[src/rtl/core/ctt_pkg.sv]
// Shared definitions for the configuration-text tokenizer.
// Token kind codes, the result record type and the character constants.
// No dependencies.
package ctt_pkg;

  localparam int unsigned KindW = 4;
  localparam int unsigned ByteW = 8;

  localparam logic [KindW-1:0] KIND_NEWLINE  = 4'd0;
  localparam logic [KindW-1:0] KIND_EQUAL    = 4'd1;
  localparam logic [KindW-1:0] KIND_COMMA    = 4'd2;
  localparam logic [KindW-1:0] KIND_DOT      = 4'd3;
  localparam logic [KindW-1:0] KIND_LBRACKET = 4'd4;
  localparam logic [KindW-1:0] KIND_RBRACKET = 4'd5;
  localparam logic [KindW-1:0] KIND_LBRACE   = 4'd6;
  localparam logic [KindW-1:0] KIND_RBRACE   = 4'd7;
  localparam logic [KindW-1:0] KIND_CHAR     = 4'd8;
  localparam logic [KindW-1:0] KIND_STR_END  = 4'd9;

  localparam logic [ByteW-1:0] CH_TAB      = 8'h09;
  localparam logic [ByteW-1:0] CH_NEWLINE  = 8'h0A;
  localparam logic [ByteW-1:0] CH_CR       = 8'h0D;
  localparam logic [ByteW-1:0] CH_SPACE    = 8'h20;
  localparam logic [ByteW-1:0] CH_DQUOTE   = 8'h22;
  localparam logic [ByteW-1:0] CH_COMMA    = 8'h2C;
  localparam logic [ByteW-1:0] CH_DOT      = 8'h2E;
  localparam logic [ByteW-1:0] CH_EQUAL    = 8'h3D;
  localparam logic [ByteW-1:0] CH_LBRACKET = 8'h5B;
  localparam logic [ByteW-1:0] CH_RBRACKET = 8'h5D;
  localparam logic [ByteW-1:0] CH_LBRACE   = 8'h7B;
  localparam logic [ByteW-1:0] CH_RBRACE   = 8'h7D;

  typedef struct packed {
    logic [KindW-1:0] kind;
    logic [ByteW-1:0] ch;
    logic             last;
  } ctt_result_t;

endpackage

[src/rtl/core/config_text_tokenizer_core.sv]
// Configuration-text tokenizer, top level.
// Input register, single-pass decoder and a two-entry result queue.
// Depends on ctt_pkg.
//
// Usage
//   Input channel (in_valid/in_ready): one text byte per transfer, or an
//   end-of-input mark (in_end_mark high, in_byte_in ignored).
//   Result channel (out_valid/out_ready): one token per transfer. A byte may
//   give no token (blank while idle), one, or two (word ended by a non-blank
//   delimiter, closing quote). out_last_of_run marks the final token of a byte.
// Path: a transferred byte is loaded into the input register, then decoded
//   into the result queue, whose head drives the outputs.
// Throughput: one byte per cycle while out_ready stays high and every byte
//   gives at most one token; a byte giving two tokens waits in the input
//   register until the queue can take both; the output drains one token a cycle.
// Stalls: with out_ready low the two-entry queue fills, then the decoded
//   byte waits in the input register and in_ready drops. Nothing is lost.
// Reset (rst_n low, synchronous): mode returns to idle, input register and
//   queue are emptied. No setup is needed afterwards.
module config_text_tokenizer_core
  import ctt_pkg::*;
(
  input  logic             clk,
  input  logic             rst_n,
  input  logic             in_valid,
  output logic             in_ready,
  input  logic [ByteW-1:0] in_byte_in,
  input  logic             in_end_mark,
  output logic             out_valid,
  input  logic             out_ready,
  output logic [KindW-1:0] out_token_kind,
  output logic [ByteW-1:0] out_char_out,
  output logic             out_last_of_run
);

  typedef enum logic [1:0] {
    MODE_IDLE   = 2'd0,
    MODE_WORD   = 2'd1,
    MODE_QUOTED = 2'd2
  } mode_t;

  mode_t            mode_r, mode_nxt;

  // input register
  logic             s1_valid_r;
  logic [ByteW-1:0] s1_byte_r;
  logic             s1_end_r;

  // result queue, entry 0 is the head
  ctt_result_t      q_r [2];
  ctt_result_t      q_nxt [2];
  logic [1:0]       cnt_r, cnt_nxt;

  // --- idle-mode decode of the held byte ---
  logic             is_blank;
  logic             ends_word;
  logic             idle_emit;
  ctt_result_t      idle_res;
  mode_t            idle_mode;

  assign is_blank  = (s1_byte_r == CH_SPACE) || (s1_byte_r == CH_TAB) ||
                     (s1_byte_r == CH_CR);
  assign ends_word = is_blank || (s1_byte_r == CH_NEWLINE) ||
                     (s1_byte_r == CH_COMMA) || (s1_byte_r == CH_DOT) ||
                     (s1_byte_r == CH_LBRACKET) || (s1_byte_r == CH_RBRACKET) ||
                     (s1_byte_r == CH_LBRACE) || (s1_byte_r == CH_RBRACE);

  always_comb begin
    idle_emit = 1'b1;
    idle_mode = MODE_IDLE;
    idle_res  = '{kind: KIND_CHAR, ch: '0, last: 1'b0};
    case (s1_byte_r)
      CH_TAB, CH_CR, CH_SPACE: idle_emit = 1'b0;
      CH_NEWLINE:  idle_res.kind = KIND_NEWLINE;
      CH_EQUAL:    idle_res.kind = KIND_EQUAL;
      CH_COMMA:    idle_res.kind = KIND_COMMA;
      CH_DOT:      idle_res.kind = KIND_DOT;
      CH_LBRACKET: idle_res.kind = KIND_LBRACKET;
      CH_RBRACKET: idle_res.kind = KIND_RBRACKET;
      CH_LBRACE:   idle_res.kind = KIND_LBRACE;
      CH_RBRACE:   idle_res.kind = KIND_RBRACE;
      CH_DQUOTE: begin
        idle_res.ch = s1_byte_r;
        idle_mode   = MODE_QUOTED;
      end
      default: begin
        // anything else opens a bare word, NUL and high bytes included
        idle_res.ch = s1_byte_r;
        idle_mode   = MODE_WORD;
      end
    endcase
  end

  // --- full decode: up to two tokens per byte ---
  logic [1:0]       n_res;
  ctt_result_t      r0, r1;

  always_comb begin
    mode_nxt = mode_r;
    n_res    = 2'd0;
    r0       = '{kind: KIND_STR_END, ch: '0, last: 1'b0};
    r1       = '{kind: KIND_STR_END, ch: '0, last: 1'b0};
    if (s1_end_r) begin
      // end of input closes any open string
      if (mode_r == MODE_WORD || mode_r == MODE_QUOTED) begin
        n_res = 2'd1;
      end
      mode_nxt = MODE_IDLE;
    end else begin
      case (mode_r)
        MODE_WORD: begin
          if (ends_word) begin
            // word closes, delimiter is then treated as in idle
            r1       = idle_res;
            n_res    = idle_emit ? 2'd2 : 2'd1;
            mode_nxt = MODE_IDLE;
          end else begin
            r0    = '{kind: KIND_CHAR, ch: s1_byte_r, last: 1'b0};
            n_res = 2'd1;
          end
        end
        MODE_QUOTED: begin
          r0    = '{kind: KIND_CHAR, ch: s1_byte_r, last: 1'b0};
          n_res = 2'd1;
          if (s1_byte_r == CH_DQUOTE) begin
            n_res    = 2'd2;
            mode_nxt = MODE_IDLE;
          end
        end
        default: begin
          // idle, and the unused mode code behaves as idle
          r0       = idle_res;
          n_res    = idle_emit ? 2'd1 : 2'd0;
          mode_nxt = idle_mode;
        end
      endcase
    end
    r0.last = (n_res == 2'd1);
    r1.last = 1'b1;
  end

  // --- queue bookkeeping ---
  logic       pop;
  logic [1:0] cnt_after_pop;
  logic       room;
  logic       consume;

  assign pop           = (cnt_r != 2'd0) && out_ready;
  assign cnt_after_pop = cnt_r - {1'b0, pop};
  assign room          = ((2'd2 - cnt_after_pop) >= n_res);
  assign consume       = s1_valid_r && room;
  assign in_ready      = !s1_valid_r || consume;

  always_comb begin
    q_nxt[0] = pop ? q_r[1] : q_r[0];
    q_nxt[1] = q_r[1];
    cnt_nxt  = cnt_after_pop;
    if (consume && n_res != 2'd0) begin
      q_nxt[cnt_after_pop[0]] = r0;
      if (n_res == 2'd2) begin
        q_nxt[1] = r1;    // two tokens only fit an empty queue
      end
      cnt_nxt = cnt_after_pop + n_res;
    end
  end

  always_ff @(posedge clk) begin
    if (!rst_n) begin
      mode_r     <= MODE_IDLE;
      s1_valid_r <= 1'b0;
      cnt_r      <= 2'd0;
    end else begin
      if (consume) begin
        mode_r <= mode_nxt;
      end
      if (in_ready) begin
        s1_valid_r <= in_valid;
      end
      cnt_r <= cnt_nxt;
    end
    // payload, no reset needed
    if (in_ready && in_valid) begin
      s1_byte_r <= in_byte_in;
      s1_end_r  <= in_end_mark;
    end
    q_r[0] <= q_nxt[0];
    q_r[1] <= q_nxt[1];
  end

  assign out_valid       = (cnt_r != 2'd0);
  assign out_token_kind  = q_r[0].kind;
  assign out_char_out    = q_r[0].ch;
  assign out_last_of_run = q_r[0].last;

endmodule

[config.mk]
export PLATFORM = sky130hd
export DESIGN_NAME = config_text_tokenizer_core
export DESIGN_NICKNAME = d
export VERILOG_FILES = /design/src/rtl/core/ctt_pkg.sv /design/src/rtl/core/config_text_tokenizer_core.sv
export SDC_FILE = /design/constraint.sdc
export NUM_CORES = 1
export LEC_CHECK = 0
export BUFFER_PORTS_ARGS = -buffer_cell sky130_fd_sc_hd__buf_2
export CAP_MARGIN = 25
export CORE_MARGIN = 3
export CORE_UTILIZATION = 52
export DETAILED_ROUTE_END_ITERATION = 16
export GPL_TIMING_DRIVEN = 0
export PLACE_DENSITY = 0.75
export SETUP_SLACK_MARGIN = 0.2
export SYNTH_ARGS = -nofsm -noshare
export SYNTH_HDL_FRONTEND = slang
export SYNTH_SLANG_ARGS = --single-unit
export TNS_END_PERCENT = 1
[constraint.sdc]
create_clock -name clk -period 3.9 [get_ports clk]
set_input_delay 0.78 -clock clk [delete_from_list [all_inputs] [get_ports clk]]
set_output_delay 0.78 -clock clk [all_outputs]
set_load 0.02 [all_outputs]
* Word level (Yosys, flattened, before mapping) *
Memories as Yosys holds them, arrays and structs flattened.
Cells that the tools add are included.
Widths: inputs -> output; s select.

storage, ports and cells
  bits in registers = 14
  latch bits = 0
  RAM bits = 26
  bits in read-only memories = 0
  input port bits = 13
  output and inout port bits = 15
  word-level logic and storage cells = 80
  memories kept = 1

memory list
  memory  depth  width  read ports  clocked after memory_dff  write ports  line                              source
  q_r     2      13     2           0                         2            config_text_tokenizer_core.sv:50  ctt_result_t q_r [2];

cells by class
  $add $sub $neg = 3
  $mul = 0
  div/mod/pow operators = 0
  $lt $le $gt $ge = 3
  equality and inequality tests = 18
  shift-type cells = 0
  mux-type cells = 27
  bitwise gates (word level) = 1
  reductions and logical operators = 22

operators with widths
  kind                number
  $mux 13             7
  $eq 8x6->1 const B  5
  $eq 8x7->1 const B  4
  $pmux 4 s8          1
  $bwmux 26           1
  $mux 26             1
  $pmux 13 s2         1
  $eq 8x4->1 const B  3
  $mux 2              8
  $demux 13 s1        1
  $pmux 2 s2          3
  $logic_or 1x1->1    11
  $reduce_or 11->1    1
  $mux 10             1
  $mux 8              1
  $logic_and 1x1->1   5
  $eq 2x1->1 const B  2
  $eq 2x2->1 const B  2
  $reduce_bool 2->1   2
  $ne 3x2->1 const B  1
  $ne 3x3->1 const B  1
  $reduce_and 3->1    1
  $reduce_or 3->1     1
  $add 2x2->2         1
  other kinds (8)     9

* Logic depth before layout (Yosys ltp) *
Gate-level depths: netlist of the first run.

  word-level depth = 17
  depth in mapped cells = 15
  depth with buffers taken out = 13

* Worst setup path after synthesis of the first run *
No wires, ideal clock.

  kind = register to register
  start = reg mode_r[0]
  end = reg (tool-made name)
  setup time = 0.385 ns
  arrival time = 3.346 ns
  required time = 3.515 ns
  path slack = 0.170 ns
  stages on the path, launching flop included = 14
  buffers on the path = 2
  period minus slack after synthesis = 3.730 ns
  path through = dfxtp_1 > inv_1 > ha_1 > clkdlybuf4s15_1 > nor2b_1 > a221oi_2 > a31oi_2 > clkbuf_1 > ha_1 > nand2b_1 > a21oi_1 > and2b_2 > o21ai_0 > a21oi_1

RTL lines
  what                      line                               source
  start: declaration        config_text_tokenizer_core.sv:42   mode_t mode_r, mode_nxt;
  start signal: assignment  config_text_tokenizer_core.sv:174  mode_r <= mode_nxt;

* Worst setup path in the final report of the first run *
  start = reg s1_byte_r[3]
  end = out in_ready

between the ends
  longest elaborated chain between the ends = 16
  elaborated cells between the ends (all ways) = 30
  those cells by class = 1 x order compare; 11 x eq/ne; 6 x mux; 12 x reduce/logical

RTL lines
  what                                      line                                                                source
  start: declaration                        config_text_tokenizer_core.sv:46                                    logic [ByteW-1:0] s1_byte_r;
  start signal: assignment                  config_text_tokenizer_core.sv:183                                   s1_byte_r <= in_byte_in;
  $eq 8x6->1 or $eq 8x4->1 (tied branches)  config_text_tokenizer_core.sv:61, config_text_tokenizer_core.sv:72
  $logic_or 1x1->1 (2 in series)            config_text_tokenizer_core.sv:61                                    assign is_blank = (s1_byte_r == CH_SPACE) || (s1_byte_r == CH_TAB) ||
  $logic_or 1x1->1 (2 in series)            config_text_tokenizer_core.sv:63                                    assign ends_word = is_blank || (s1_byte_r == CH_NEWLINE) ||
  $logic_or 1x1->1 (2 in series)            config_text_tokenizer_core.sv:64                                    (s1_byte_r == CH_COMMA) || (s1_byte_r == CH_DOT) ||
  $logic_or 1x1->1 (2 in series)            config_text_tokenizer_core.sv:65                                    (s1_byte_r == CH_LBRACKET) || (s1_byte_r == CH_RBRACKET) ||
  $logic_or 1x1->1                          config_text_tokenizer_core.sv:66                                    (s1_byte_r == CH_LBRACE) || (s1_byte_r == CH_RBRACE);
  $mux 2                                    config_text_tokenizer_core.sv:112                                   if (ends_word) begin
  $pmux 2 s2 (*)                            config_text_tokenizer_core.sv:110                                   case (mode_r)
  $mux 2 (*)                                config_text_tokenizer_core.sv:103                                   if (s1_end_r) begin
  $ge 2x2->1 (*)                            config_text_tokenizer_core.sv:150                                   assign room = ((2'd2 - cnt_after_pop) >= n_res);
  $logic_and 1x1->1 (*)                     config_text_tokenizer_core.sv:151                                   assign consume = s1_valid_r && room;
  $logic_or 1x1->1 (*)                      config_text_tokenizer_core.sv:152                                   assign in_ready = !s1_valid_r || consume;
  end: declaration                          config_text_tokenizer_core.sv:26                                    output logic in_ready,

Every way passes the cells marked *; elsewhere a longest branch is shown, timed or not.

==> metrics, run 1 <==
Layout Skew=0.008662 ns; count leader, synth=edfxtp_1; CTS tree=yes; Final Hold Slack=0.4964 ns; Slew Viols, Final=0; # IOs=28; Flop pwr share=32.5%; gpl congestion=0.7900; CTS Buf Count=5; Lkg Pwr=1.159 nW; Final min period=3.629 ns; main area contributors after synthesis=edfxtp_1 29%, dfxtp_1 16%, mux2i_1 7.0%; DRC Markers=0; Net Sw Power=0.0007562 W; clock share of power=14.8%; biggest area consumer among synthesized cells=edfxtp_1; status=complete, no violations; total gr overflow=0; Initial DRT Pass Iterations=4; drt initial violations=176; Detail Route Antenna Nets=0; area occupied by multi-input gates=1179 um2; Yosys reg bits=40; CP Max Fanout=7; Pint=0.001228 W; placed cells=289; row cnt=23; area grow syn2layout=21.86%; setup violators final=0; H-Tree Depth=2; initial antenna violation count=0; Post-synth EDFFs=22; DP HPWL=3255 um; sequential fraction of the synthesis area=44.49%; Synth Flop Type=edfxtp_1; Final WS setup=0.2711 ns; asr flop ratio synth=0%; diode count=0; final wirelength=4856 um; final hold violations=0; Unique masters post-synth=60; worst slack, placed=-0.3964 ns; drt wl/cell=15.72 um; setup TNS=0 ns; starting density of the core=55.76%; chip height=72.43 um; Core Area=4115 um2; port buffer count=27; Data required, critical path=3.12 ns; Worst-path clk slew=0.08 ns; crit path DAT=2.85 ns; Fill cells=309; Die X-Extent=72.43 um; Net Count, Synth=231; vias in the first global route=1640; Critical Path Sink Type=output port; WHS Path Cells=2; total number of vias=1793; Synth top cells by count=22 x edfxtp_1, 18 x dfxtp_1, 16 x mux2i_1; final worst-path cycle share=93.05%; clock latency on the worst-skew pair=0.30 ns; clock root cell=clkbuf_8; worst rel slew slack=53.48%; first-pass GRT wire length=8017 um; clk buf depth=2; Net Sw Frac=38.12%; combinational power share=52.7%; Pwr Total=0.001984 W; max_cap viols=0; worst slew pin tran=0.6978 ns; CTS sink count=40; mapped cell area=2295 um2; vias per std cell=5.803; global-route usage over all layers=19.70%; syn_area_per_cell=10.82 um2; top-area cell type share of the netlist area=28.79%; VDD IR max=0.0003051 V; critical setup path kind=reg2out; pin count of the biggest net entering global routing=13; yosys warns=0; die area=5246 um2; unrepaired setup endpoints after global routing=true; FMAX=275.6 MHz; Pwr Density=709.5 nW/um2; Critical Path Source Type=flip-flop; Hold Crit Class=reg2reg; share of post-route cells with drive strength above 1=35.52%; reg2reg path depth=10; Non-Filler Instances=309; register area=1021 um2; Post-layout nets=277; Cells after Synth=212
==> critical path: stages, from the launching register on <==
cell and delay [ns]:
edfxtp_1 0.51, or3b_4 0.45, or3_4 0.40, nand3_2 0.13
a31o_2 0.24, inv_2 0.10, ha_1 0.32, a21oi_4 0.16
nand2_1 0.08, buf_4 0.16
==> metrics by stage <==
| stage | util, % | area [um2] |
|---|---|---|
| final | 67.95 | 2796 |
| after CTS | 65.55 | 2698 |
| after floorplan | - | 2298 |
| after global routing | 67.95 | 2796 |
| after global placement | 60.66 | 2496 |
| after detailed placement | 60.66 | 2496 |
==> metal layers <==
metal  vias to the layer above  global-route usage (%)  share of wire, %
met5                         -                       0                 0
met4                         0                   6.148               1.8
met3                         8                   4.571               5.1
met2                        58                   31.95                49
met1                       859                   26.19                44
li1                        868                       -                 -
==> cells in the final DEF, fill, tap and decap left out, types with 5 or more instances in the layout <==
cell	Yosys	routed
inv_1	8	8
nor4b_1	9	7
mux2i_1	16	16
o22ai_1	8	8
nand2b_1	6	5
ha_1	6	5
o211ai_1	8	8
edfxtp_1	22	22
dfxtp_1	18	18
buf_2	1	27
clkbuf_8	0	7
nand2_1	14	14
nor2_1	10	10
buf_4	12	26
==> layout make-up <==
cell class | count | share of cell area [%]
sequential | 40 | 36.51
tap | 50 | 2.237
inverter | 9 | 1.208
clock buffer | 7 | 3.087
multi-input combinational | 141 | 42.15
clock inverter | 1 | 0.2685
timing repair buffer | 40 | 8.412
buffer | 21 | 6.130
==> power by group through the flow <==
| stage | registers (W) | clock network, W | logic (W) |
|---|---|---|---|
| final | 0.000645 | 0.000293 | 0.00105 |
| after global routing | 0.000659 | 0.000317 | 0.00114 |
| after CTS | 0.000645 | 0.000296 | 0.000947 |
| after detailed placement | 0.000656 | 0 | 0.000886 |
| after global placement | 0.000649 | 0 | 0.000872 |
| after floorplan | 0.000641 | 0 | 0.000697 |
==> what timing repair did <==
item | CTS | global route
pin swaps | 2 | 3
setup buffers | 5 | 8
endpoints found under the setup margin | 40 | 22
resized for setup | 14 | 5
hold buffers | 0 | 0
==> cell families (layout without fill, tap and decap cells) <==
family / after synthesis / after routing / synth area share (%)
flip-flops: 40 / 40 / 44.49
adder cells (fa/ha/maj): 6 / 6 / 3.271
XOR/XNOR: 3 / 3 / 1.145
buffers and inverters: 31 / 78 / 8.887
AO/OA/AOI/OAI: 40 / 40 / 13.41
multiplexers: 19 / 19 / 8.615
AND/OR/NAND/NOR: 73 / 73 / 20.18
==> final timing paths <==
path / start / end / slack [ns]
worst max-delay path: s1_byte_r[3] / in_ready / 0.27
worst min register to register: mode_r[0] / mode_r[0] / 0.50
worst max register to register: s1_byte_r[3] / flip-flop / 0.30
worst min-delay path: mode_r[0] / mode_r[0] / 0.50
(Power assumes the default switching activity.)
==> run 2: changes to the inputs <==
CORE_UTILIZATION = 55   (was 52)
PLACE_DENSITY = 0.76   (was 0.75)
clock period = 3.5 ns   (was 3.9 ns; I/O delays follow)
==> metrics, run 2 (same netlist as run 1, synthesis figures left out) <==
CTS sink count=40; Die X-Extent=70.59 um; Final Hold Slack=0.4774 ns; gpl congestion=0.7987; RR Startpoint=s1_byte_r[7]; Worst Setup EP=in_ready; initial antenna violation count=0; worst reg-to-reg setup slack=0.08 ns; final hold violations=0; Hold Crit Start=mode_r[1]; pin count of the biggest net entering global routing=14; vias in the first global route=1821; placed cells=287; area grow syn2layout=30.43%; final wirelength=5342 um; final worst-path cycle share=99.11%; DP HPWL=3142 um; Data required, critical path=2.80 ns; clock root cell=clkbuf_8; Initial DRT Pass Iterations=4; status=complete, no violations; total number of vias=1853; Detail Route Antenna Nets=0; drt initial violations=129; reg2reg path depth=13; FMAX=288.3 MHz; total gr overflow=0; row cnt=22; critical setup path kind=reg2out; GRT Max-Usage Layer=met2; Hold Crit Class=reg2reg; fin util=78.22%; reg2reg end=cnt_r[1]; Critical path origin=s1_byte_r[7]; met3 Use GR=5.256%; Critical Path Source Type=flip-flop; first-pass GRT wire length=8921 um; setup TNS=0 ns; DRC Markers=0; Slew Viols, Final=0; port buffer count=27; clock latency on the worst-skew pair=0.29 ns; die area=4983 um2; CTS tree=yes; worst slew pin tran=0.6141 ns; share of post-route cells with drive strength above 1=42.80%; H-Tree Depth=2; Core Area=3826 um2; Lkg Pwr=1.246 nW; Critical Path Sink Type=output port; unrepaired setup endpoints after global routing=true; Layout Skew=0.005044 ns; vias per std cell=5.809; Pwr Total=0.002373 W; setup violators final=0; crit path DAT=2.77 ns; met2 usage=35.86%; met1 Usage GRT=29.23%; CTS Buf Count=5; VDD IR max=0.0004392 V; CP Max Fanout=4; clk buf depth=2; max_cap viols=0; most frequent cells in the layout=36 x buf_4, 28 x buf_2, 22 x edfxtp_1; # IOs=28; Non-Filler Instances=319; starting density of the core=59.97%; drt wl/cell=16.75 um; Pwr Density=792.9 nW/um2; Final min period=3.469 ns; Post-layout nets=289; diode count=0; Worst-path clk slew=0.07 ns; chip height=70.59 um; global-route usage over all layers=22.38%; commonest non-fill, non-tap cell in the layout=buf_4; worst rel slew slack=59.06%
## run 2: changes by cell type in the layout (fill, tap and decap cells not counted), sizes merged
cell | before | now
clkbuf | 10 | 7
clkinv | 0 | 1
buf | 57 | 71
## run 2: metal layers
metal | vias to the layer above | share of wire, %
met4 | 0 | 3.8
met5 | - | 0
met2 | 66 | 47
met1 | 873 | 44
li1 | 897 | -
met3 | 17 | 5.5
## run 2: worst min-delay path by stage
stage / endpoint / slack (ns) / depth (start not counted)
final: mode_r[1] / 0.48 / 2
after floorplan: mode_r[0] / 0.45 / 2
after global placement: mode_r[0] / 0.47 / 2
after detailed placement: mode_r[1] / 0.48 / 2
after global routing: mode_r[0] / 0.51 / 2
after CTS: mode_r[0] / 0.50 / 2
## run 2: what timing repair did
action                                  in CTS  in global routing
resized for setup                           20                 17
endpoints found under the setup margin      40                 31
hold buffers                                 0                  0
buffers inserted                            15                  9
pin swaps                                    3                  2
## run 2: area by class of cell
type / instances / area, um2
flip-flops and latches: 40 / 1021
clock inverters: 2 / 12.51
well taps: 48 / 60.06
inverters: 9 / 38.79
repair buffers: 51 / 334.1
multi-input cells: 141 / 1260
fillers: 233 / 833.3
clock buffers: 6 / 72.57
plain buffers: 22 / 193.9
## run 2: critical path, cell delays in order, from the launching register on
cell,delay (ns)
edfxtp_1,0.46
or3b_4,0.46
or3_4,0.41
nand3_2,0.15
a31oi_4,0.12
clkbuf_8,0.17
ha_4,0.21
nand2b_4,0.15
a21oi_4,0.14
nand2_2,0.07
buf_6,0.13
## run 2: per-stage QoR
stage	cell area (um2)	worst slack [ns]
2_1_floorplan	2338	0.1943
6_report	2993	0.03107
4_1_cts	2872	0.05578
3_3_place_gp	2534	-0.4557
3_5_place_dp	2534	-0.4264
5_1_grt	2993	-0.05524
## run 2: report_power, final
group	total, W	internal [W]	switching [W]	leakage, nW
Combinational	0.00136	0.000680	0.000684	0.846
Sequential	0.000712	0.000646	0.0000658	0.359
Clock	0.000297	0.000139	0.000158	0.0412
Total	0.00237	0.00147	0.000908	1.25
